--- src/cic_pkg.sv ---
// ----------------------------------------------------------------------------
// cic_pkg - shared definitions of the system interrupt controller
// Action codes, register offsets, register field masks and the offset decoder.
// ----------------------------------------------------------------------------
`default_nettype none

package cic_pkg;

   // Number of CPUs that are built (1 to 4); the lines are always 4 bits wide.
   localparam int NUM_CPUS = 4;
   localparam int MAX_CPUS = 4;
   localparam logic [MAX_CPUS-1:0] CPU_BUILT_MASK = MAX_CPUS'((1 << NUM_CPUS) - 1);

   // Field widths.
   localparam int ACTION_W = 3;
   localparam int OFFSET_W = 12;
   localparam int DATA_W   = 64;
   localparam int IRQ_W    = 6;
   localparam int CPU_W    = 2;
   localparam int MISC_W   = 44;
   localparam int IIC_W    = 25;

   // Packed stream widths.
   localparam int REQ_TDATA_W = 88;
   localparam int RSP_TDATA_W = 80;

   // Kind of request carried in tuser.
   typedef enum logic [ACTION_W-1:0] {
      ACT_READ  = 3'd0,
      ACT_WRITE = 3'd1,
      ACT_LINE  = 3'd2,
      ACT_TICK  = 3'd3,
      ACT_ALARM = 3'd4
   } action_type;

   // Register offsets.
   localparam logic [OFFSET_W-1:0] OFF_MISC = 12'h080;
   localparam logic [OFFSET_W-1:0] OFF_DIM0 = 12'h200;
   localparam logic [OFFSET_W-1:0] OFF_DIM1 = 12'h240;
   localparam logic [OFFSET_W-1:0] OFF_DIM2 = 12'h600;
   localparam logic [OFFSET_W-1:0] OFF_DIM3 = 12'h640;
   localparam logic [OFFSET_W-1:0] OFF_DIR0 = 12'h280;
   localparam logic [OFFSET_W-1:0] OFF_DIR1 = 12'h2c0;
   localparam logic [OFFSET_W-1:0] OFF_DIR2 = 12'h680;
   localparam logic [OFFSET_W-1:0] OFF_DIR3 = 12'h6c0;
   localparam logic [OFFSET_W-1:0] OFF_DRIR = 12'h300;
   localparam logic [OFFSET_W-1:0] OFF_IIC0 = 12'h380;
   localparam logic [OFFSET_W-1:0] OFF_IIC1 = 12'h3c0;
   localparam logic [OFFSET_W-1:0] OFF_IIC2 = 12'h700;
   localparam logic [OFFSET_W-1:0] OFF_IIC3 = 12'h740;

   // Miscellaneous register fields.
   localparam logic [MISC_W-1:0] MISC_W1C     = 44'h0_0010_000f_f0;
   localparam logic [MISC_W-1:0] MISC_ACL     = 44'h000_0010_0000;
   localparam logic [MISC_W-1:0] MISC_ABT_ABW = 44'h000_00ff_0000;
   localparam logic [MISC_W-1:0] MISC_ABT     = 44'h000_00f0_0000;
   localparam logic [MISC_W-1:0] MISC_ABW     = 44'h000_000f_0000;
   localparam logic [MISC_W-1:0] MISC_IPREQ   = 44'h000_0000_f000;
   localparam logic [MISC_W-1:0] MISC_RWF     = 44'hf00_0000_0000;
   localparam logic [MISC_W-1:0] MISC_ITI_IPI = 44'h000_0000_0ff0;
   localparam logic [MISC_W-1:0] MISC_RESET   = 44'h008_0000_0000;

   // Interval ignore counter fields.
   localparam int IIC_LOAD_W = 24;

   // Register classes that the decoder tells apart.
   typedef enum logic [2:0] {
      REG_MISC,
      REG_DIM,
      REG_DIR,
      REG_DRIR,
      REG_IIC,
      REG_DUMMY,
      REG_NONE
   } reg_kind_type;

   typedef struct packed {
      reg_kind_type      kind;
      logic [CPU_W-1:0]  slot;
   } reg_dec_type;

   // Maps a byte offset to its register class and per-CPU slot.
   function automatic reg_dec_type decode_offset(input logic [OFFSET_W-1:0] off);
      reg_dec_type dec;
      dec.kind = REG_NONE;
      dec.slot = '0;
      unique case (off) inside
         OFF_MISC: dec.kind = REG_MISC;
         OFF_DIM0: begin dec.kind = REG_DIM; dec.slot = 2'd0; end
         OFF_DIM1: begin dec.kind = REG_DIM; dec.slot = 2'd1; end
         OFF_DIM2: begin dec.kind = REG_DIM; dec.slot = 2'd2; end
         OFF_DIM3: begin dec.kind = REG_DIM; dec.slot = 2'd3; end
         OFF_DIR0: begin dec.kind = REG_DIR; dec.slot = 2'd0; end
         OFF_DIR1: begin dec.kind = REG_DIR; dec.slot = 2'd1; end
         OFF_DIR2: begin dec.kind = REG_DIR; dec.slot = 2'd2; end
         OFF_DIR3: begin dec.kind = REG_DIR; dec.slot = 2'd3; end
         OFF_DRIR: dec.kind = REG_DRIR;
         OFF_IIC0: begin dec.kind = REG_IIC; dec.slot = 2'd0; end
         OFF_IIC1: begin dec.kind = REG_IIC; dec.slot = 2'd1; end
         OFF_IIC2: begin dec.kind = REG_IIC; dec.slot = 2'd2; end
         OFF_IIC3: begin dec.kind = REG_IIC; dec.slot = 2'd3; end
         12'h000, 12'h040, 12'h0c0, 12'h100, 12'h140, 12'h180, 12'h1c0,
         12'h340, 12'h400, 12'h440, 12'h480, 12'h4c0, 12'h580, 12'h5c0,
         12'h780, 12'hc00, 12'hc40, 12'hc80, 12'hcc0: dec.kind = REG_DUMMY;
         default: dec.kind = REG_NONE;
      endcase
      return dec;
   endfunction

endpackage

`default_nettype wire

--- src/chipset_interrupt_controller.sv ---
// ----------------------------------------------------------------------------
// chipset_interrupt_controller - four-CPU system interrupt controller
// Register block with raw requests, per-CPU masks, interval ignore counters
// and the miscellaneous register; drives per-CPU hard, IPI and timer lines.
// ----------------------------------------------------------------------------
//
// Channel  | Direction | Contents
// ---------+-----------+-----------------------------------------------------
// req_     | in        | tuser: action; tdata: offset, write data, irq, level, cpu
// rsp_     | out       | tuser: access_error; tdata: read data and CPU lines
// csr_     | in        | cpu_present_mask write
//
// One request is taken every cycle while rsp_ does not stall; its result passes
// through the input register, then the result register.
// All decode and state update runs in one pass between those two registers.
// A stall on rsp_ holds the result register and backs up through req_tready.
// Reset is synchronous and active high and restores all controller state at once.
// ----------------------------------------------------------------------------
`default_nettype none

module chipset_interrupt_controller (
   input  wire logic                                   clock,
   input  wire logic                                   reset,
   // req_tdata, from bit 0: reg_offset[11:0], write_data[63:0],
   // irq_number[5:0], irq_level, cpu_sel[1:0], zero fill
   input  wire logic                                   req_tvalid,
   output logic                                        req_tready,
   input  wire logic [cic_pkg::REQ_TDATA_W-1:0]        req_tdata,
   // req_tuser: action[2:0]
   input  wire logic [cic_pkg::ACTION_W-1:0]           req_tuser,
   // rsp_tdata, from bit 0: read_data[63:0], hard_irq_lines[3:0],
   // ipi_lines[3:0], timer_lines[3:0], zero fill
   output logic                                        rsp_tvalid,
   input  wire logic                                   rsp_tready,
   output logic [cic_pkg::RSP_TDATA_W-1:0]             rsp_tdata,
   // rsp_tuser: access_error
   output logic                                        rsp_tuser,
   input  wire logic                                   csr_wr_en,
   input  wire logic [cic_pkg::MAX_CPUS-1:0]           csr_wr_data
);

   localparam int NC = cic_pkg::MAX_CPUS;

   // Input register.
   logic                               in_valid_ff;
   logic [cic_pkg::ACTION_W-1:0]       in_action_ff;
   logic [cic_pkg::OFFSET_W-1:0]       in_offset_ff;
   logic [cic_pkg::DATA_W-1:0]         in_wdata_ff;
   logic [cic_pkg::IRQ_W-1:0]          in_irq_ff;
   logic                               in_level_ff;
   logic [cic_pkg::CPU_W-1:0]          in_cpu_ff;

   // Result register.
   logic                               rsp_valid_ff;
   logic [cic_pkg::DATA_W-1:0]         rsp_rdata_ff;
   logic                               rsp_err_ff;
   logic [NC-1:0]                      rsp_hard_ff;
   logic [NC-1:0]                      rsp_ipi_ff;
   logic [NC-1:0]                      rsp_timer_ff;

   // Controller state and its next values.
   logic [NC-1:0]                      present_ff;
   logic [cic_pkg::MISC_W-1:0]         misc_ff, misc_in;
   logic [cic_pkg::DATA_W-1:0]         raw_ff, raw_in;
   logic [cic_pkg::DATA_W-1:0]         mask_ff [NC];
   logic [cic_pkg::DATA_W-1:0]         mask_in [NC];
   logic [cic_pkg::IIC_W-1:0]          iic_ff [NC];
   logic [cic_pkg::IIC_W-1:0]          iic_in [NC];
   logic [NC-1:0]                      tmr_ff, tmr_in;

   // Result values computed in the pass.
   logic [cic_pkg::DATA_W-1:0]         rdata_in;
   logic                               err_in;
   logic [NC-1:0]                      hard_in, ipi_in, timer_in;

   logic                               advance;
   logic [NC-1:0]                      present;
   cic_pkg::reg_dec_type               dec;
   cic_pkg::action_type                action;

   // The pass runs when the result register is free or being emptied.
   assign advance    = in_valid_ff && (!rsp_valid_ff || rsp_tready);
   assign req_tready = !in_valid_ff || advance;
   assign present    = present_ff & cic_pkg::CPU_BUILT_MASK;
   assign dec        = cic_pkg::decode_offset(in_offset_ff);
   assign action     = cic_pkg::action_type'(in_action_ff);

   // Input register.
   always_ff @(posedge clock) begin
      if (reset) begin
         in_valid_ff <= 1'b0;
      end else if (req_tready) begin
         in_valid_ff <= req_tvalid;
      end
      if (req_tready && req_tvalid) begin
         in_action_ff <= req_tuser;
         in_offset_ff <= req_tdata[11:0];
         in_wdata_ff  <= req_tdata[75:12];
         in_irq_ff    <= req_tdata[81:76];
         in_level_ff  <= req_tdata[82];
         in_cpu_ff    <= req_tdata[84:83];
      end
   end

   // Configuration register.
   always_ff @(posedge clock) begin
      if (reset) begin
         present_ff <= {NC{1'b1}};
      end else if (csr_wr_en) begin
         present_ff <= csr_wr_data;
      end
   end

   // Decode, state update and line evaluation.
   always_comb begin
      logic [cic_pkg::MISC_W-1:0] wv;
      logic [cic_pkg::MISC_W-1:0] nv;
      logic [cic_pkg::IIC_W-1:0]  cnt;
      misc_in  = misc_ff;
      raw_in   = raw_ff;
      mask_in  = mask_ff;
      iic_in   = iic_ff;
      tmr_in   = tmr_ff;
      rdata_in = '0;
      err_in   = 1'b0;
      wv       = in_wdata_ff[cic_pkg::MISC_W-1:0];
      nv       = misc_ff;
      cnt      = '0;

      unique case (action)
         cic_pkg::ACT_READ: begin
            unique case (dec.kind)
               cic_pkg::REG_MISC:  rdata_in = {20'd0, misc_ff} | {62'd0, in_cpu_ff};
               cic_pkg::REG_DIM:   rdata_in = mask_ff[dec.slot];
               cic_pkg::REG_DIR:   rdata_in = mask_ff[dec.slot] & raw_ff;
               cic_pkg::REG_DRIR:  rdata_in = raw_ff;
               cic_pkg::REG_IIC:   rdata_in = {39'd0, iic_ff[dec.slot]};
               cic_pkg::REG_DUMMY: rdata_in = '0;
               default:            err_in   = 1'b1;
            endcase
         end
         cic_pkg::ACT_WRITE: begin
            unique case (dec.kind)
               cic_pkg::REG_MISC: begin
                  // Clear, set and arbitration fields, then the read-write field.
                  nv = misc_ff & ~(wv & cic_pkg::MISC_W1C);
                  if ((wv & cic_pkg::MISC_ACL) != '0) begin
                     nv = nv & ~cic_pkg::MISC_ABT_ABW;
                  end else begin
                     nv = nv | (wv & cic_pkg::MISC_ABT);
                     if ((nv & cic_pkg::MISC_ABW) == '0) begin
                        nv = nv | (wv & cic_pkg::MISC_ABW);
                     end
                  end
                  nv = nv | ((wv & cic_pkg::MISC_IPREQ) >> 4);
                  nv = (nv & ~cic_pkg::MISC_RWF) | (wv & cic_pkg::MISC_RWF);
                  misc_in = nv;
                  // A change in the ITI or IPI bits drops timer lines whose ITI bit is clear.
                  if (((nv ^ misc_ff) & cic_pkg::MISC_ITI_IPI) != '0) begin
                     for (int i = 0; i < NC; i++) begin
                        if (present[i] && !nv[4+i]) begin
                           tmr_in[i] = 1'b0;
                        end
                     end
                  end
               end
               cic_pkg::REG_DIM: mask_in[dec.slot] = in_wdata_ff;
               cic_pkg::REG_IIC:
                  iic_in[dec.slot] = {1'b0, in_wdata_ff[cic_pkg::IIC_LOAD_W-1:0]};
               cic_pkg::REG_DIR, cic_pkg::REG_DRIR, cic_pkg::REG_DUMMY: ;
               default: err_in = 1'b1;
            endcase
         end
         cic_pkg::ACT_LINE: raw_in[in_irq_ff] = in_level_ff;
         cic_pkg::ACT_TICK: begin
            // On a tick with level high, each present CPU counts down; the overflow bit sticks and raises its timer.
            if (in_level_ff) begin
               for (int i = 0; i < NC; i++) begin
                  if (present[i]) begin
                     cnt = iic_ff[i] - 25'd1;
                     cnt[cic_pkg::IIC_W-1] = cnt[cic_pkg::IIC_W-1] | iic_ff[i][cic_pkg::IIC_W-1];
                     iic_in[i] = cnt;
                     if (cnt[cic_pkg::IIC_W-1]) begin
                        misc_in[4+i] = 1'b1;
                        tmr_in[i]    = 1'b1;
                     end
                  end
               end
            end
         end
         cic_pkg::ACT_ALARM: begin
            if (present[in_cpu_ff]) begin
               misc_in[4+in_cpu_ff] = 1'b1;
               tmr_in[in_cpu_ff]    = 1'b1;
            end
         end
         default: ;
      endcase

      // Lines reflect the state after this request.
      for (int i = 0; i < NC; i++) begin
         hard_in[i]  = present[i] && ((mask_in[i] & raw_in) != '0);
         ipi_in[i]   = present[i] && misc_in[8+i];
         timer_in[i] = present[i] && tmr_in[i];
      end
   end

   // State registers.
   always_ff @(posedge clock) begin
      if (reset) begin
         misc_ff <= cic_pkg::MISC_RESET;
         raw_ff  <= '0;
         tmr_ff  <= '0;
         for (int i = 0; i < NC; i++) begin
            mask_ff[i] <= '0;
            iic_ff[i]  <= '0;
         end
      end else if (advance) begin
         misc_ff <= misc_in;
         raw_ff  <= raw_in;
         tmr_ff  <= tmr_in;
         mask_ff <= mask_in;
         iic_ff  <= iic_in;
      end
   end

   // Result register.
   always_ff @(posedge clock) begin
      if (reset) begin
         rsp_valid_ff <= 1'b0;
      end else if (advance) begin
         rsp_valid_ff <= 1'b1;
      end else if (rsp_tready) begin
         rsp_valid_ff <= 1'b0;
      end
      if (advance) begin
         rsp_rdata_ff <= rdata_in;
         rsp_err_ff   <= err_in;
         rsp_hard_ff  <= hard_in;
         rsp_ipi_ff   <= ipi_in;
         rsp_timer_ff <= timer_in;
      end
   end

   assign rsp_tvalid = rsp_valid_ff;
   assign rsp_tuser  = rsp_err_ff;
   assign rsp_tdata  = {4'd0, rsp_timer_ff, rsp_ipi_ff, rsp_hard_ff, rsp_rdata_ff};

endmodule

`default_nettype wire

--- config.mk ---
export PLATFORM = sky130hd
export DESIGN_NAME = chipset_interrupt_controller
export DESIGN_NICKNAME = d
export VERILOG_FILES = /design/src/cic_pkg.sv /design/src/chipset_interrupt_controller.sv
export SDC_FILE = /design/constraint.sdc
export NUM_CORES = 2
export LEC_CHECK = 0
export ABC_AREA = 1
export BUFFER_PORTS_ARGS = -buffer_cell sky130_fd_sc_hd__buf_4
export CELL_PAD_IN_SITES_DETAIL_PLACEMENT = 1
export CELL_PAD_IN_SITES_GLOBAL_PLACEMENT = 2
export CORE_MARGIN = 3
export CORE_UTILIZATION = 35
export DETAILED_ROUTE_END_ITERATION = 10
export GPL_ROUTABILITY_DRIVEN = 0
export PLACE_DENSITY = 0.77
export SLEW_MARGIN = 20
export SYNTH_ARGS = -nofsm -noshare
export SYNTH_HDL_FRONTEND = slang
export SYNTH_SLANG_ARGS = --single-unit
--- constraint.sdc ---
create_clock -name clock -period 5.1 [get_ports clock]
set_input_delay 0.255 -clock clock [delete_from_list [all_inputs] [get_ports clock]]
set_output_delay 0.255 -clock clock [all_outputs]
set_load 0.01 [all_outputs]
**After elaboration in Yosys (flattened, before gate mapping)**

Index checks and enable logic that the tools add are counted.

- Memories kept: 0
- Input bits: 100
- Latch bits: 0
- Word-level logic and storage cells: 249
- Flip-flop bits (word level): 639
- Output and inout port bits: 83
- Bits in read-only memories: 0
- RAM bits: 0

- Equality and inequality tests: 53
- Bitwise gates (word level): 20
- Divide/modulo/power cells: 0
- Reductions and logical operators: 61
- $lt $le $gt $ge: 8
- Multipliers: 0
- Mux-type cells: 72
- Add/sub/neg operators: 5
- Shifts and indexed selects: 0

Operators with widths:

| cell | number |
|---|---|
| $mux W256 | 2 |
| $and A64 B64 Y64 | 5 |
| $pmux W64 S5 | 1 |
| $bwmux W256 | 1 |
| $mux W64 | 4 |
| $reduce_bool A64 Y1 | 4 |
| $mux W100 | 2 |
| $pmux W100 S2 | 1 |
| $mux W25 | 7 |
| $mux W40 | 4 |
| $eq A12 B11 Y1 const B | 13 |
| $bmux W64 S2 | 1 |
| $demux W64 S2 | 1 |
| $bwmux W100 | 1 |
| $sub A25 B1 Y25 const B | 4 |
| $eq A12 B10 Y1 const B | 8 |
| $mux W44 | 2 |
| $pmux W36 S2 | 1 |
| $bwmux W64 | 1 |
| $bmux W25 S2 | 1 |
| $demux W25 S2 | 1 |
| $eq A12 B12 Y1 const B | 4 |
| $eq A12 B9 Y1 const B | 4 |
| $logic_not A44 Y1 | 1 |
| 53 further kinds | 145 |

**Longest topological paths before layout**

- Depth after elaboration: 17
- Mapped depth: 24

**Least setup slack after synthesis**

Ideal clock, no wire load.

- Kind: register to register
- Start point: register rsp_valid_ff (netlist: rsp_tvalid)
- End point: register rsp_hard_ff[0] (enable)
- Setup time: 471 ps
- Cell stages (with the launch flop): 6
- Data arrival time: 3167 ps
- Path slack: 1462 ps
- Data required time: 4629 ps
- Clock period less this slack: 3638 ps
- Cell sequence: dfxtp_1 nand2_1 nand2_1 clkinv_1 clkbuf_1 clkbuf_1

- Longest elaborated chain between the ends: 3

Ends and longest elaborated chain:

| element | RTL line | source |
|---|---|---|
| from (decl) | chipset_interrupt_controller.sv:54 | `logic rsp_valid_ff;` |
| from (signal assigned) | chipset_interrupt_controller.sv:230 | `rsp_valid_ff <= 1'b0;` |
| from (signal assigned) | chipset_interrupt_controller.sv:232 | `rsp_valid_ff <= 1'b1;` |
| from (signal assigned) | chipset_interrupt_controller.sv:234 | `rsp_valid_ff <= 1'b0;` |
| $logic_not A1 Y1 | chipset_interrupt_controller.sv:82 | `assign advance = in_valid_ff && (!rsp_valid_ff \|\| rsp_tready);` |
| $logic_or A1 B1 Y1 | chipset_interrupt_controller.sv:82 |  |
| $logic_and A1 B1 Y1 | chipset_interrupt_controller.sv:82 |  |
| named net advance | chipset_interrupt_controller.sv:76 | `logic advance;` |
| to (signal assigned) | chipset_interrupt_controller.sv:239 | `rsp_hard_ff <= hard_in;` |
| to (decl) | chipset_interrupt_controller.sv:57 | `logic [NC-1:0] rsp_hard_ff;` |

The timed path passes the listed nets, and every way through them passes these cells.
A chain may end at the register's enable or synchronous reset.

**Final worst setup path**

- Start point: register in_action_ff, in the netlist action[1]
- End point: register rsp_hard_ff[0] (data pin)

- Longest elaborated chain between the ends: 5

Ends and longest elaborated chain:

| element | RTL line | source |
|---|---|---|
| from (decl) | chipset_interrupt_controller.sv:46 | `logic [cic_pkg::ACTION_W-1:0] in_action_ff;` |
| from (signal assigned) | chipset_interrupt_controller.sv:96 | `in_action_ff <= req_tuser;` |
| $eq A3 B1 Y1 or $eq A3 B2 Y1 (tied branches) | chipset_interrupt_controller.sv:130 | `unique case (action)` |
| $mux W256 or $mux W64 (tied branches) | chipset_interrupt_controller.sv:130 |  |
| $and A64 B64 Y64 (*) | chipset_interrupt_controller.sv:202 | `hard_in[i] = present[i] && ((mask_in[i] & raw_in) != '0);` |
| $reduce_bool A64 Y1 (*) | chipset_interrupt_controller.sv:202 |  |
| $logic_and A1 B1 Y1 (*) | chipset_interrupt_controller.sv:202 |  |
| named net hard_in[0] | chipset_interrupt_controller.sv:74 | `logic [NC-1:0] hard_in, ipi_in, timer_in;` |

The timed path passes the listed nets; every way through them passes the cells marked *.

==> impl_metrics.py <==
metrics = {
    "clocking": {
        "cts_setup_buffers": 0,
        "cts.repair.resized": 0,
        "clkSinkCount": 616,
        "clock_path_buffers": 3,
        "ctsHoldBuffers": 104,
        "clk_latency_ps": 680,
        "cts_max_level": 3,
        "cts_buffers": 79,
        "root_buffer": "clkbuf_16",
        "cts_tree": "yes",
        "clk_pin_slew_ps": 60,
    },
    "sta": {
        "rsz0062_at_grt": "false",
        "setup_tns_ps": 0,
        "fin_skew_ps": 31.4,
        "setup_ws_ps": 676,
        "slew_violations": 0,
        "max_slew_margin": 0.257,
        "setup_violations": 0,
        "worst_slew_pin_slew_ps": 1110,
        "max_freq_mhz": 226,
        "post-route-period-util": 0.867,
        "fin_crit_ps": 4420,
        "hold_viol": 0,
    },
    "power_and_ir_drop": {
        "pwr_density_cell_nw_per_um2": 299,
        "peakVddDrop_mv": 0.224,
        "leakage_nw": 20.8,
    },
    "synth": {
        "yosysMostFrequentCell": "nand2_1",
        "synth_edf_count": 165,
        "synth.area.top_cells": "dfxtp_1, nand2_1, edfxtp_1",
        "syn_area_um2": 36300,
        "synth_ff_type": "dfxtp_1",
        "synth_cells": 5543,
        "async_reset_ff_frac": 0,
        "ys_ff_latch": 616,
        "synthTopCellsByCount": "nand2_1, inv_1, o21ai_0",
        "synth_cell_type_count": 53,
        "synth_area_per_cell_um2": 6.55,
        "ys_seq_area_frac": 0.385,
        "yosys_warnings": 0,
        "yosysTopAreaCell": "dfxtp_1",
        "synth_top_area_share": 0.249,
    },
    "detailed_routing": {
        "vias_per_cell": 5.52,
        "postRouteAntennaNets": 0,
        "post_drt_wl_per_cell_um": 24.4,
        "drt-total-wl_mm": 174,
        "num_vias": 39414,
        "drc": 0,
        "first_pass_iters": 5,
        "drt_iter0_markers": 3664,
    },
    "setup_path": {
        "critPathBufInv": 4,
        "reg2reg_depth": 16,
        "cp_cell_sequence": "inv_1 -> nor3_2 -> nand4_1 -> inv_1 -> buf_4 -> nand2_1 -> o21ai_0 -> inv_1 -> nand2_1 -> nand2_1 -> nor2_1 -> nand2_1 -> nor2_1 -> nand2_1 -> nor2_1 -> nor2_1",
        "cp_data_arrival_time_ps": 4830,
        "r2r_start": "action[1]$_DFFE_PP_",
        "crit_type": "register to register",
        "cp.required_ps": 5500,
        "reg2reg_setup_slack_ps": 680,
        "worst-path-stages": 16,
        "crit_family": "simple AND/OR/NAND/NOR gates",
        "cp_common_cell": "nand2_1",
        "endpoint_kind": "register",
        "r2r-end": "rsp_hard_ff[0]$_DFFE_PP_",
        "crit_end": "rsp_hard_ff[0]$_DFFE_PP_",
        "startpoint_type": "register",
        "worstPathMaxFanout": 7,
        "crit_start": "action[1]$_DFFE_PP_",
        "cpMaxStageDelayCell": "inv_1",
        "worst_path_largest_cell_delay_ps": 830,
    },
    "grt": {
        "grt_pass1_vias": 38610,
        "gr-total-overflow": 0,
        "track_usage": 0.317,
        "grt_max_degree": 157,
        "grt_pass1_wl_mm": 256,
        "antenna_found_initial": 9,
    },
    "floorplanning": {
        "coreArea_um2": 102000,
        "fp.dieArea_um2": 108000,
        "die_w_um": 328,
        "initial_utilization": 0.355,
        "die_h_um": 328,
        "io_pins": 183,
        "placementRows": 117,
    },
    "finish": {
        "drive_above_1_share": 0.0833,
        "area_growth_pct": 18.3,
        "nets": 5812,
        "final_util": 0.420,
        "antenna_cells": 0,
    },
    "min_path": {
        "worstHoldStart": "req_tdata[82]",
        "hold_class": "input pin to register",
    },
    "placement": {
        "dpl.hpwl_mm": 116,
        "port_buffers": 175,
        "place_ws_ps": 838,
    },
    "flow_run": {
        "max_cap_violations": 0,
    },
    "status": {
        "status": "complete, no violations",
    },
}
worst min-delay path by stage:
stage | slack, ps | cells past startpoint | to
floorplan | 350 | 0 | action[0]$_DFFE_PP_
global placement | 430 | 2 | misc_ff[20]$_SDFFE_PP0P_
detailed placement | 430 | 2 | misc_ff[20]$_SDFFE_PP0P_
CTS | 260 | 2 | in_wdata_ff[24]$_DFFE_PP_
global route | 290 | 2 | in_wdata_ff[54]$_DFFE_PP_
finish | 300 | 2 | in_level_ff$_DFFE_PP_
metrics by stage:
step	area, µm²	power [mW]	hold WS (ps)	std cells
global placement	39300	7.06	431	6891
detailed placement	39300	7.09	432	6891
global route	42900	13.4	287	7142
CTS	42900	12.9	260	7142
floorplan	36300	6.48	354	5546
finish	42900	12.9	300	7142
worst reg2reg max path, stage by stage, from the launching register on:
cell and delay, ps:
edfxtp_1 480, inv_1 170, nor3_2 570, nand4_1 160
inv_1 830, buf_4 360, nand2_1 100, o21ai_0 270
inv_1 150, nand2_1 100, nand2_1 50, nor2_1 310
nand2_1 150, nor2_1 150, nand2_1 60, nor2_1 180
nor2_1 60
report_power, final:
part / internal (mW) / switching, mW / leakage (nW)
Sequential: 5.29 / 0.206 / 5.27
Combinational: 0.529 / 1.06 / 14.3
Clock: 3.34 / 2.43 / 1.27
final cells by class:
type                    instances  area [µm²]
clock buffers                 104        2190
clock inverters                43         387
fillers                     13046       59400
inverters                     890        3360
multi-input cells            3722       17800
flip-flops and latches        616       14000
well taps                    1368        1710
repair buffers                399        3510
layer usage:
layer / wire length [µm] / up-vias / GRT usage
met1: 82700 / 19397 / 0.467
met2: 74700 / 1293 / 0.482
met3: 11600 / 262 / 0.0431
li1: - / 18460 / -
met5: 11 / - / 0
met4: 5190 / 2 / 0.0906
flip-flops by register name, summed over array words and instances, names as in the netlist, 6 cells and up:
signal	count
mask_ff	256
iic_ff	100
in_irq_ff	6
rsp_rdata_ff	64
in_offset_ff	12
misc_ff	21
raw_ff	64
in_wdata_ff	64
cell families after synthesis:
kind of cell	after synthesis	share of synthesized area
buffers and inverters	1208	0.128
DFF	616	0.385
AOI/OAI and AO/OA	1244	0.203
adders and majority gates	4	0.00138
and+or+nand+nor	2428	0.273
xor gates and xnor gates	42	0.0101
other	1	0.000103
cells in the final DEF (no fill, tap or decap), drive strengths merged, types with 9 or more instances in the layout:
cell type / synthesis / final
nand2: 1556 / 1556
inv: 887 / 890
o21ai: 480 / 480
dfxtp: 451 / 451
nor2: 445 / 445
nand3: 318 / 318
a21oi: 305 / 305
buf: 79 / 295
o211ai: 185 / 185
edfxtp: 165 / 165
dlygate4sd3: 0 / 104
clkbuf: 239 / 104
o22ai: 95 / 95
nand4: 65 / 65
a221oi: 58 / 58
xor2: 34 / 34
nor3: 33 / 33
clkinv: 3 / 32
a31oi: 31 / 31
a22oi: 18 / 18
o221ai: 17 / 17
o2111ai: 15 / 15
a211oi: 10 / 10
o31ai: 9 / 9
Note: power is estimated with default switching activity, not from simulation.
